`src/hdl/irs_pkg.sv`:
```
// irs_pkg: shared types, constants and the alphabet lookup for integer_to_radix_string.
// Depends on nothing; every other file imports it.
`timescale 1ns / 1ps

package irs_pkg;

    localparam int NUMBER_W            = 32;
    localparam int POS_W               = 6;
    localparam int SYM_W               = 8;
    localparam int STATUS_W            = 2;
    localparam int COUNT_W             = 5;
    localparam int ALPHA_W             = 64;
    localparam int DIGIT_W             = 4;
    localparam int DIGITS_MAX          = 32;
    localparam int NDIG_W              = 6;
    localparam int DIV_CHUNK           = 8;
    localparam int DIV_STEPS           = NUMBER_W / DIV_CHUNK;
    localparam int DEFAULT_MAX_SYMBOLS = 16;
    localparam int REG_INDEX_W         = 2;

    localparam logic [STATUS_W-1:0] ST_OK       = 2'd0;
    localparam logic [STATUS_W-1:0] ST_BAD_BASE = 2'd1;
    localparam logic [STATUS_W-1:0] ST_NO_ROOM  = 2'd2;

    localparam logic [REG_INDEX_W-1:0] REG_ALPHA_LOW  = 2'd0;
    localparam logic [REG_INDEX_W-1:0] REG_ALPHA_HIGH = 2'd1;
    localparam logic [REG_INDEX_W-1:0] REG_SYM_COUNT  = 2'd2;

    localparam logic [SYM_W-1:0] CH_MINUS = 8'h2D;
    localparam logic [SYM_W-1:0] CH_PLUS  = 8'h2B;
    localparam logic [SYM_W-1:0] CH_NUL   = 8'h00;
    localparam logic [SYM_W-1:0] WS_LOW   = 8'd9;
    localparam logic [SYM_W-1:0] WS_HIGH  = 8'd13;

    typedef struct packed {
        logic signed [NUMBER_W-1:0] number;
        logic [POS_W-1:0]           end_position;
    } in_item_t;

    typedef struct packed {
        logic [STATUS_W-1:0] status;
        logic [POS_W-1:0]    position;
        logic [SYM_W-1:0]    symbol;
        logic                last;
    } out_item_t;

    typedef struct packed {
        logic done;
        logic ok;
    } chk_status_t;

    typedef struct packed {
        logic load;
        logic cont;
    } div_ctrl_t;

    typedef struct packed {
        logic               done;
        logic [DIGIT_W-1:0] digit;
        logic               quot_zero;
    } div_status_t;

    function automatic logic [SYM_W-1:0] sym_at(input logic [ALPHA_W-1:0] lo,
                                                input logic [ALPHA_W-1:0] hi,
                                                input logic [DIGIT_W-1:0] idx);
        logic [ALPHA_W-1:0] word;
        word = idx[3] ? hi : lo;
        return word[idx[2:0]*SYM_W +: SYM_W];
    endfunction

endpackage

```
`src/hdl/irs_alpha_check.sv`:
```
// irs_alpha_check: walks the configured alphabet one symbol per cycle and flags a bad base.
// Depends on irs_pkg.
`timescale 1ns / 1ps

module irs_alpha_check
    import irs_pkg::*;
#(
    parameter int MAX_SYMBOLS = DEFAULT_MAX_SYMBOLS
)
(
    input  logic               clk,
    input  logic               rst_n,
    input  logic               go,
    input  logic [ALPHA_W-1:0] alpha_low,
    input  logic [ALPHA_W-1:0] alpha_high,
    input  logic [COUNT_W-1:0] symbol_count,
    output chk_status_t        status
);

    localparam int IW = (MAX_SYMBOLS > 1) ? $clog2(MAX_SYMBOLS) : 1;

    logic          active_reg, active_next;
    logic          done_reg, done_next;
    logic          ok_reg, ok_next;
    logic [IW-1:0] idx_reg, idx_next;

    logic [SYM_W-1:0] cur;
    logic             bad;
    logic             count_ok;
    logic             at_last;

    always_comb
    begin
        cur = sym_at(alpha_low, alpha_high, DIGIT_W'(idx_reg));
        bad = (cur == CH_NUL) || (cur == CH_MINUS) || (cur == CH_PLUS) ||
              ((cur >= WS_LOW) && (cur <= WS_HIGH));
        // compare the current symbol against every later symbol in use
        for (int j = 0; j < MAX_SYMBOLS; j++)
        begin
            if ((j > int'(idx_reg)) && (j < int'(symbol_count)) &&
                (sym_at(alpha_low, alpha_high, DIGIT_W'(j)) == cur))
            begin
                bad = 1'b1;
            end
        end
    end

    assign count_ok = (symbol_count >= COUNT_W'(2)) &&
                      (symbol_count <= COUNT_W'(MAX_SYMBOLS));
    assign at_last  = ((COUNT_W'(idx_reg) + COUNT_W'(1)) == symbol_count);

    always_comb
    begin
        active_next = active_reg;
        done_next   = 1'b0;
        ok_next     = ok_reg;
        idx_next    = idx_reg;
        if (go)
        begin
            idx_next = '0;
            if (!count_ok)
            begin
                done_next   = 1'b1;
                ok_next     = 1'b0;
                active_next = 1'b0;
            end
            else
            begin
                active_next = 1'b1;
            end
        end
        else if (active_reg)
        begin
            if (bad)
            begin
                done_next   = 1'b1;
                ok_next     = 1'b0;
                active_next = 1'b0;
            end
            else if (at_last)
            begin
                done_next   = 1'b1;
                ok_next     = 1'b1;
                active_next = 1'b0;
            end
            else
            begin
                idx_next = idx_reg + IW'(1);
            end
        end
    end

    always_ff @(posedge clk or negedge rst_n)
    begin
        if (!rst_n)
        begin
            active_reg <= 1'b0;
            done_reg   <= 1'b0;
            ok_reg     <= 1'b0;
            idx_reg    <= '0;
        end
        else
        begin
            active_reg <= active_next;
            done_reg   <= done_next;
            ok_reg     <= ok_next;
            idx_reg    <= idx_next;
        end
    end

    assign status.done = done_reg;
    assign status.ok   = ok_reg;

endmodule

```
`src/hdl/irs_radix_div.sv`:
```
// irs_radix_div: long division of the magnitude by the radix, one byte of dividend per cycle.
// Depends on irs_pkg. The dividend register turns into the quotient as it shifts.
`timescale 1ns / 1ps

module irs_radix_div
    import irs_pkg::*;
(
    input  logic                clk,
    input  logic                rst_n,
    input  div_ctrl_t           ctrl,
    input  logic [NUMBER_W-1:0] value,
    input  logic [COUNT_W-1:0]  radix,
    output div_status_t         status
);

    localparam int STEP_W = (DIV_STEPS > 1) ? $clog2(DIV_STEPS) : 1;

    logic [NUMBER_W-1:0] dv_reg, dv_next;
    logic [DIGIT_W-1:0]  rem_reg, rem_next;
    logic [STEP_W-1:0]   step_reg, step_next;
    logic                active_reg, active_next;
    logic                done_reg, done_next;

    logic [DIGIT_W-1:0]   r_chunk;
    logic [DIV_CHUNK-1:0] q_chunk;

    // restoring division over the top byte of the dividend
    always_comb
    begin
        logic [COUNT_W-1:0] t;
        r_chunk = rem_reg;
        q_chunk = '0;
        for (int b = 0; b < DIV_CHUNK; b++)
        begin
            t = {r_chunk, dv_reg[NUMBER_W-1-b]};
            if (t >= radix)
            begin
                t = t - radix;
                q_chunk[DIV_CHUNK-1-b] = 1'b1;
            end
            r_chunk = t[DIGIT_W-1:0];
        end
    end

    always_comb
    begin
        dv_next     = dv_reg;
        rem_next    = rem_reg;
        step_next   = step_reg;
        active_next = active_reg;
        done_next   = 1'b0;
        if (ctrl.load || ctrl.cont)
        begin
            // a new digit restarts with a clear remainder on the last quotient
            if (ctrl.load)
                dv_next = value;
            rem_next    = '0;
            step_next   = '0;
            active_next = 1'b1;
        end
        else if (active_reg)
        begin
            dv_next  = {dv_reg[NUMBER_W-DIV_CHUNK-1:0], q_chunk};
            rem_next = r_chunk;
            if (step_reg == STEP_W'(DIV_STEPS - 1))
            begin
                active_next = 1'b0;
                done_next   = 1'b1;
            end
            else
            begin
                step_next = step_reg + STEP_W'(1);
            end
        end
    end

    always_ff @(posedge clk or negedge rst_n)
    begin
        if (!rst_n)
        begin
            step_reg   <= '0;
            active_reg <= 1'b0;
            done_reg   <= 1'b0;
        end
        else
        begin
            step_reg   <= step_next;
            active_reg <= active_next;
            done_reg   <= done_next;
        end
    end

    always_ff @(posedge clk)
    begin
        dv_reg  <= dv_next;
        rem_reg <= rem_next;
    end

    assign status.done      = done_reg;
    assign status.digit     = rem_reg;
    assign status.quot_zero = (dv_reg == '0);

endmodule

```
`src/hdl/integer_to_radix_string.sv`:
```
// integer_to_radix_string: top level with config registers, digit stack and sequencer.
// Depends on irs_pkg, irs_alpha_check and irs_radix_div.
`timescale 1ns / 1ps

// Writes a signed 32-bit number in the radix set by the symbol count register. An item is
// taken when start is high and busy is low; each result beat appears for exactly one
// cycle with strobe high and cannot be held off, so the receiver must take every beat.
// A bad symbol count is rejected without a walk; otherwise the alphabet is walked one symbol
// per cycle, then each digit takes four byte steps in the divider, then comes one format
// step, and the results follow one per cycle. An invalid alphabet gives one beat after the walk.
module integer_to_radix_string
    import irs_pkg::*;
#(
    parameter int MAX_SYMBOLS = DEFAULT_MAX_SYMBOLS
)
(
    input  logic                   clk,
    input  logic                   rst_n,
    input  logic                   start,
    output logic                   busy,
    input  in_item_t               item,
    output logic                   strobe,
    output out_item_t              result,
    input  logic                   wr_en,
    input  logic [REG_INDEX_W-1:0] wr_index,
    input  logic [ALPHA_W-1:0]     wr_data
);

    localparam logic [2:0] S_IDLE   = 3'd0;
    localparam logic [2:0] S_CHECK  = 3'd1;
    localparam logic [2:0] S_DIVIDE = 3'd2;
    localparam logic [2:0] S_FORMAT = 3'd3;
    localparam logic [2:0] S_EMIT   = 3'd4;

    logic [ALPHA_W-1:0] alpha_low_reg;
    logic [ALPHA_W-1:0] alpha_high_reg;
    logic [COUNT_W-1:0] symbol_count_reg;

    logic [2:0]          state_reg, state_next;
    logic                neg_reg, neg_next;
    logic [POS_W-1:0]    endp_reg, endp_next;
    logic [NUMBER_W-1:0] mag_reg, mag_next;
    logic [NDIG_W-1:0]   nd_reg, nd_next;
    logic [POS_W-1:0]    pos_reg, pos_next;
    logic                sign_pend_reg, sign_pend_next;
    logic [STATUS_W-1:0] err_reg, err_next;
    logic                strobe_reg, strobe_next;
    out_item_t           result_reg, result_next;

    logic [DIGIT_W-1:0] stack_reg [DIGITS_MAX];
    logic               push, pop;

    logic        accept;
    chk_status_t chk_status;
    div_ctrl_t   div_ctrl;
    div_status_t div_status;

    logic [POS_W:0] room;
    logic [POS_W:0] need;

    assign accept = start && (state_reg == S_IDLE);
    assign busy   = (state_reg != S_IDLE);

    always_ff @(posedge clk or negedge rst_n)
    begin
        if (!rst_n)
        begin
            alpha_low_reg    <= '0;
            alpha_high_reg   <= '0;
            symbol_count_reg <= '0;
        end
        else if (wr_en)
        begin
            case (wr_index)
                REG_ALPHA_LOW:  alpha_low_reg    <= wr_data;
                REG_ALPHA_HIGH: alpha_high_reg   <= wr_data;
                REG_SYM_COUNT:  symbol_count_reg <= wr_data[COUNT_W-1:0];
                default:        ;
            endcase
        end
    end

    irs_alpha_check #(
        .MAX_SYMBOLS (MAX_SYMBOLS)
    ) u_check (
        .clk          (clk),
        .rst_n        (rst_n),
        .go           (accept),
        .alpha_low    (alpha_low_reg),
        .alpha_high   (alpha_high_reg),
        .symbol_count (symbol_count_reg),
        .status       (chk_status)
    );

    irs_radix_div u_div (
        .clk    (clk),
        .rst_n  (rst_n),
        .ctrl   (div_ctrl),
        .value  (mag_reg),
        .radix  (symbol_count_reg),
        .status (div_status)
    );

    assign room = {1'b0, endp_reg} + (POS_W+1)'(1);
    assign need = (POS_W+1)'(nd_reg) + (POS_W+1)'(neg_reg);

    always_comb
    begin
        state_next     = state_reg;
        neg_next       = neg_reg;
        endp_next      = endp_reg;
        mag_next       = mag_reg;
        nd_next        = nd_reg;
        pos_next       = pos_reg;
        sign_pend_next = sign_pend_reg;
        err_next       = err_reg;
        strobe_next    = 1'b0;
        result_next    = result_reg;
        div_ctrl.load  = 1'b0;
        div_ctrl.cont  = 1'b0;
        push           = 1'b0;
        pop            = 1'b0;

        case (state_reg)
            S_IDLE:
            begin
                if (start)
                begin
                    neg_next   = item.number[NUMBER_W-1];
                    mag_next   = item.number[NUMBER_W-1] ? (NUMBER_W'(0) - item.number)
                                                         : item.number;
                    endp_next  = item.end_position;
                    nd_next    = '0;
                    err_next   = ST_OK;
                    state_next = S_CHECK;
                end
            end
            S_CHECK:
            begin
                if (chk_status.done)
                begin
                    if (chk_status.ok)
                    begin
                        div_ctrl.load = 1'b1;
                        state_next    = S_DIVIDE;
                    end
                    else
                    begin
                        err_next   = ST_BAD_BASE;
                        state_next = S_EMIT;
                    end
                end
            end
            S_DIVIDE:
            begin
                if (div_status.done)
                begin
                    push    = 1'b1;
                    nd_next = nd_reg + NDIG_W'(1);
                    if (div_status.quot_zero)
                        state_next = S_FORMAT;
                    else
                        div_ctrl.cont = 1'b1;
                end
            end
            S_FORMAT:
            begin
                if (room < need)
                    err_next = ST_NO_ROOM;
                pos_next       = POS_W'(room - (POS_W+1)'(nd_reg));
                sign_pend_next = neg_reg;
                state_next     = S_EMIT;
            end
            S_EMIT:
            begin
                strobe_next = 1'b1;
                if (err_reg != ST_OK)
                begin
                    result_next.status   = err_reg;
                    result_next.position = '0;
                    result_next.symbol   = '0;
                    result_next.last     = 1'b1;
                    state_next           = S_IDLE;
                end
                else if (sign_pend_reg)
                begin
                    result_next.status   = ST_OK;
                    result_next.position = '0;
                    result_next.symbol   = CH_MINUS;
                    result_next.last     = 1'b0;
                    sign_pend_next       = 1'b0;
                end
                else
                begin
                    result_next.status   = ST_OK;
                    result_next.position = pos_reg;
                    result_next.symbol   = sym_at(alpha_low_reg, alpha_high_reg, stack_reg[0]);
                    result_next.last     = (nd_reg == NDIG_W'(1));
                    pop                  = 1'b1;
                    pos_next             = pos_reg + POS_W'(1);
                    nd_next              = nd_reg - NDIG_W'(1);
                    if (nd_reg == NDIG_W'(1))
                        state_next = S_IDLE;
                end
            end
            default:
            begin
                state_next = S_IDLE;
            end
        endcase
    end

    // digits arrive least significant first; the top of the stack is the next to send
    always_ff @(posedge clk)
    begin
        if (push)
        begin
            stack_reg[0] <= div_status.digit;
            for (int k = 1; k < DIGITS_MAX; k++)
                stack_reg[k] <= stack_reg[k-1];
        end
        else if (pop)
        begin
            for (int k = 0; k < DIGITS_MAX - 1; k++)
                stack_reg[k] <= stack_reg[k+1];
        end
    end

    always_ff @(posedge clk or negedge rst_n)
    begin
        if (!rst_n)
        begin
            state_reg     <= S_IDLE;
            strobe_reg    <= 1'b0;
            sign_pend_reg <= 1'b0;
            err_reg       <= ST_OK;
            nd_reg        <= '0;
        end
        else
        begin
            state_reg     <= state_next;
            strobe_reg    <= strobe_next;
            sign_pend_reg <= sign_pend_next;
            err_reg       <= err_next;
            nd_reg        <= nd_next;
        end
    end

    always_ff @(posedge clk)
    begin
        neg_reg    <= neg_next;
        endp_reg   <= endp_next;
        mag_reg    <= mag_next;
        pos_reg    <= pos_next;
        result_reg <= result_next;
    end

    assign strobe = strobe_reg;
    assign result = result_reg;

endmodule
```
`config.mk`:
```
export PLATFORM = sky130hd
export DESIGN_NAME = integer_to_radix_string
export DESIGN_NICKNAME = d
export VERILOG_FILES = /design/src/hdl/irs_pkg.sv /design/src/hdl/irs_alpha_check.sv /design/src/hdl/irs_radix_div.sv /design/src/hdl/integer_to_radix_string.sv
export SDC_FILE = /design/constraint.sdc
export NUM_CORES = 1
export LEC_CHECK = 0
export BUFFER_PORTS_ARGS = -buffer_cell sky130_fd_sc_hd__buf_2
export CORE_UTILIZATION = 60
export DETAILED_ROUTE_END_ITERATION = 8
export GPL_TIMING_DRIVEN = 0
export PLACE_DENSITY = 0.78
export SYNTH_ARGS = -nofsm -noshare
export SYNTH_HDL_FRONTEND = slang
export SYNTH_SLANG_ARGS = --single-unit
```
`constraint.sdc`:
```
create_clock -name clk -period 15.9 [get_ports clk]
set_input_delay 0.795 -clock clk [delete_from_list [all_inputs] [get_ports clk]]
set_output_delay 0.795 -clock clk [all_outputs]
set_load 0.01 [all_outputs]
```
==> reports/results.txt <==
final hold violations - 0
reg2reg start - symbol_count_reg[2]$_DFFE_PN0P_
Via Count - 17693
max_cap viols - 0
EDFF count, synth - 222
final setup fails - 0
vias in the first global route - 17520
post-route cell area - 25400 um2
hold_buf cts - 0
Critical Path RT - 16.22 ns
TritonCTS clock tree - built
Max Slew Vio Count - 0
# IOs - 127
gpl congestion - 1.03
DR pass1 iterations - 5
mean area per synthesized cell - 11.3 um2
die extent in y - 197 um
CP Buf/Inv Count - 8
Synth top area share - 29.3%
Inserted Diodes - 0
clock latency on the worst-skew pair - 0.57 ns
drt via density - 6.50
Rows - 70
critical path's slowest cell - dfrtp_1
status - complete, no violations
Synth Register Bits - 383
asr flop ratio synth - 41.0%
initial antenna violation count - 2
commonest cells in the netlist - nand2_1, mux2_2, edfxtp_1
count leader, synth - nand2_1
R2R setup slack - 1.0 ns
area leader, netlist - edfxtp_1
starting density of the core - 61.6%
fmax - 67.1 MHz
slowest stage delay, CP - 0.61 ns
Die X-Extent - 197 um
H-Tree Depth - 2
Arr. time, crit path - 15.22 ns
nets - 2368
crit end category - flip-flop
DRC violations left - 0
CP startpoint - symbol_count_reg[2]$_DFFE_PN0P_
Setup crit start kind - flip-flop
number of distinct library cells after synthesis - 72
synth top area cells - edfxtp_1, dfrtp_1, mux2_2, nand2_1, mux4_2
GRT Overall Usage - 38.8%
Fill cells - 2627
CP delay by family, top - compound AO/OA/AOI/OAI gates
post-synthesis instance area - 22800 um2
placed instance area - 24100 um2
Final WS setup - 0.997 ns
pre-CTS setup slack - 0.122 ns
CTS Root Buffer Type - clkbuf_16
standard cell core area - 37000 um2
crit-path most repeated cell - a21o_1
WL per Instance - 27.2 um
Post-synth top flop - edfxtp_1
synth warn - 0
Hold Path Class - primary input to asynchronous set/reset pin
Seq/Total Area, Yosys - 46.9%
Mapped Cells - 2016
GRT overflow - 0
final worst path period share - 93.7%
PortBufs - 126
clk_skew - 0.0159 ns
RSZ-0062 raised after global routing - no
DP Wirelength - 54.8 mm
Post-Route WL - 73.9 mm
Setup TNS Final - 0 ns
Period minus WS final - 14.90 ns
global-route wire length before repair - 110 mm
Worst Path Max Fanout - 14
Slew HR - 14.8%
Clock Sinks - 383
CTS Buffer Depth - 3
largest net degree at the start of global routing - 89
critical path type - flip-flop to flip-flop
Area Growth Syn to Fin - 11.8%
DRT iter0 DRCs - 2095
antenna-violating nets left - 0
post-synth net total - 2197
CTS buffer count - 39
DIE AREA - 38700 um2
layout cells sized above 1 - 22.8%
max reg flops - 128
slew of the pin with the lowest slew margin - 1.28 ns
CTS clk-pin slew, worst paths - 0.06 ns
## cells by family (layout without fill, tap and decap cells)
kind of cell | Yosys count | count (layout) | synth area share [%]
fa+ha+maj | 73 | 73 | 4.31
flops | 383 | 383 | 46.9
mux | 335 | 335 | 18.3
compound gates | 302 | 302 | 8.82
simple gates | 582 | 582 | 11.8
xor+xnor | 183 | 183 | 7.04
buf+inv | 158 | 358 | 2.74
## worst register-to-register path, delay by kind of cell (launching register included)
family / cells / cell delay [ns]
flip-flops: 1 / 0.61
multiplexers: 3 / 0.98
buffers and inverters: 8 / 1.03
AND/OR/NAND/NOR: 13 / 1.60
adder cells (fa/ha/maj): 8 / 2.42
AO/OA/AOI/OAI: 37 / 8.01
## placed cells by master (no fill, tap or decap), types with 11 or more instances in the layout
cell,n
nor2b_1,12
and2_1,16
or3_1,18
buf_2,132
dfrtp_1,156
xor2_1,87
mux4_2,42
a21o_1,28
clkbuf_16,40
nand2b_1,17
edfxtp_1,222
o21ai_0,85
xnor2_1,96
nor3_1,26
nor4_1,19
nand2_1,323
and3_1,11
mux2i_1,59
nor2_1,47
nand3_1,40
o22ai_1,22
a22oi_1,11
a22o_1,11
ha_1,64
clkbuf_1,99
mux2_2,234
a21oi_1,39
inv_1,45
## cell type report
cell class / count / area, um2 / area share, %
Clock inverter: 15 / 215 / 0.846
Sequential cell: 383 / 10700 / 42.0
Inverter: 51 / 195 / 0.767
Timing Repair Buffer: 132 / 744 / 2.93
Buffer: 105 / 424 / 1.67
Multi-Input combinational cell: 1475 / 11500 / 45.1
Clock buffer: 55 / 1080 / 4.23
Tap cell: 504 / 631 / 2.48
## worst paths after layout
check	endpoint	depth (start not counted)
max	u_div.dv_reg[0]$_DFFE_PP_	69
min	alpha_high_reg[16]$_DFFE_PN0P_	1
max reg2reg	u_div.dv_reg[0]$_DFFE_PP_	69
min reg2reg	stack_reg[1][62]$_DFFE_PP_	0
max in group asynchronous	symbol_count_reg[1]$_DFFE_PN0P_	2
min in group clk	endp_reg[3]$_DFFE_PP_	1
## routing by layer
metal / vias up / global-route usage (%) / wire length (um)
li1: 7705 / - / -
met1: 8893 / 56.0 / 31500
met2: 926 / 58.2 / 32400
met3: 167 / 8.92 / 7560
met4: 2 / 12.3 / 2370
met5: - / 0 / 13
## metrics by stage
stage	cells	utilization [%]	hold WS, ns
3_3_place_gp	2646	65.0	0.434
4_1_cts	2721	68.8	0.246
2_1_floorplan	2016	-	0.426
6_report	2720	68.8	0.227
5_1_grt	2720	68.8	0.281
3_5_place_dp	2651	65.3	0.446
## timing repair
action                                  CTS  global route
resized for setup                         0             6
endpoints found under the setup margin    0             5
hold endpoints to repair                  0             0
buffers inserted                          0             1
Power is not shown: default switching activity piles up to over one toggle a cycle in this logic, so the estimate is an artifact.
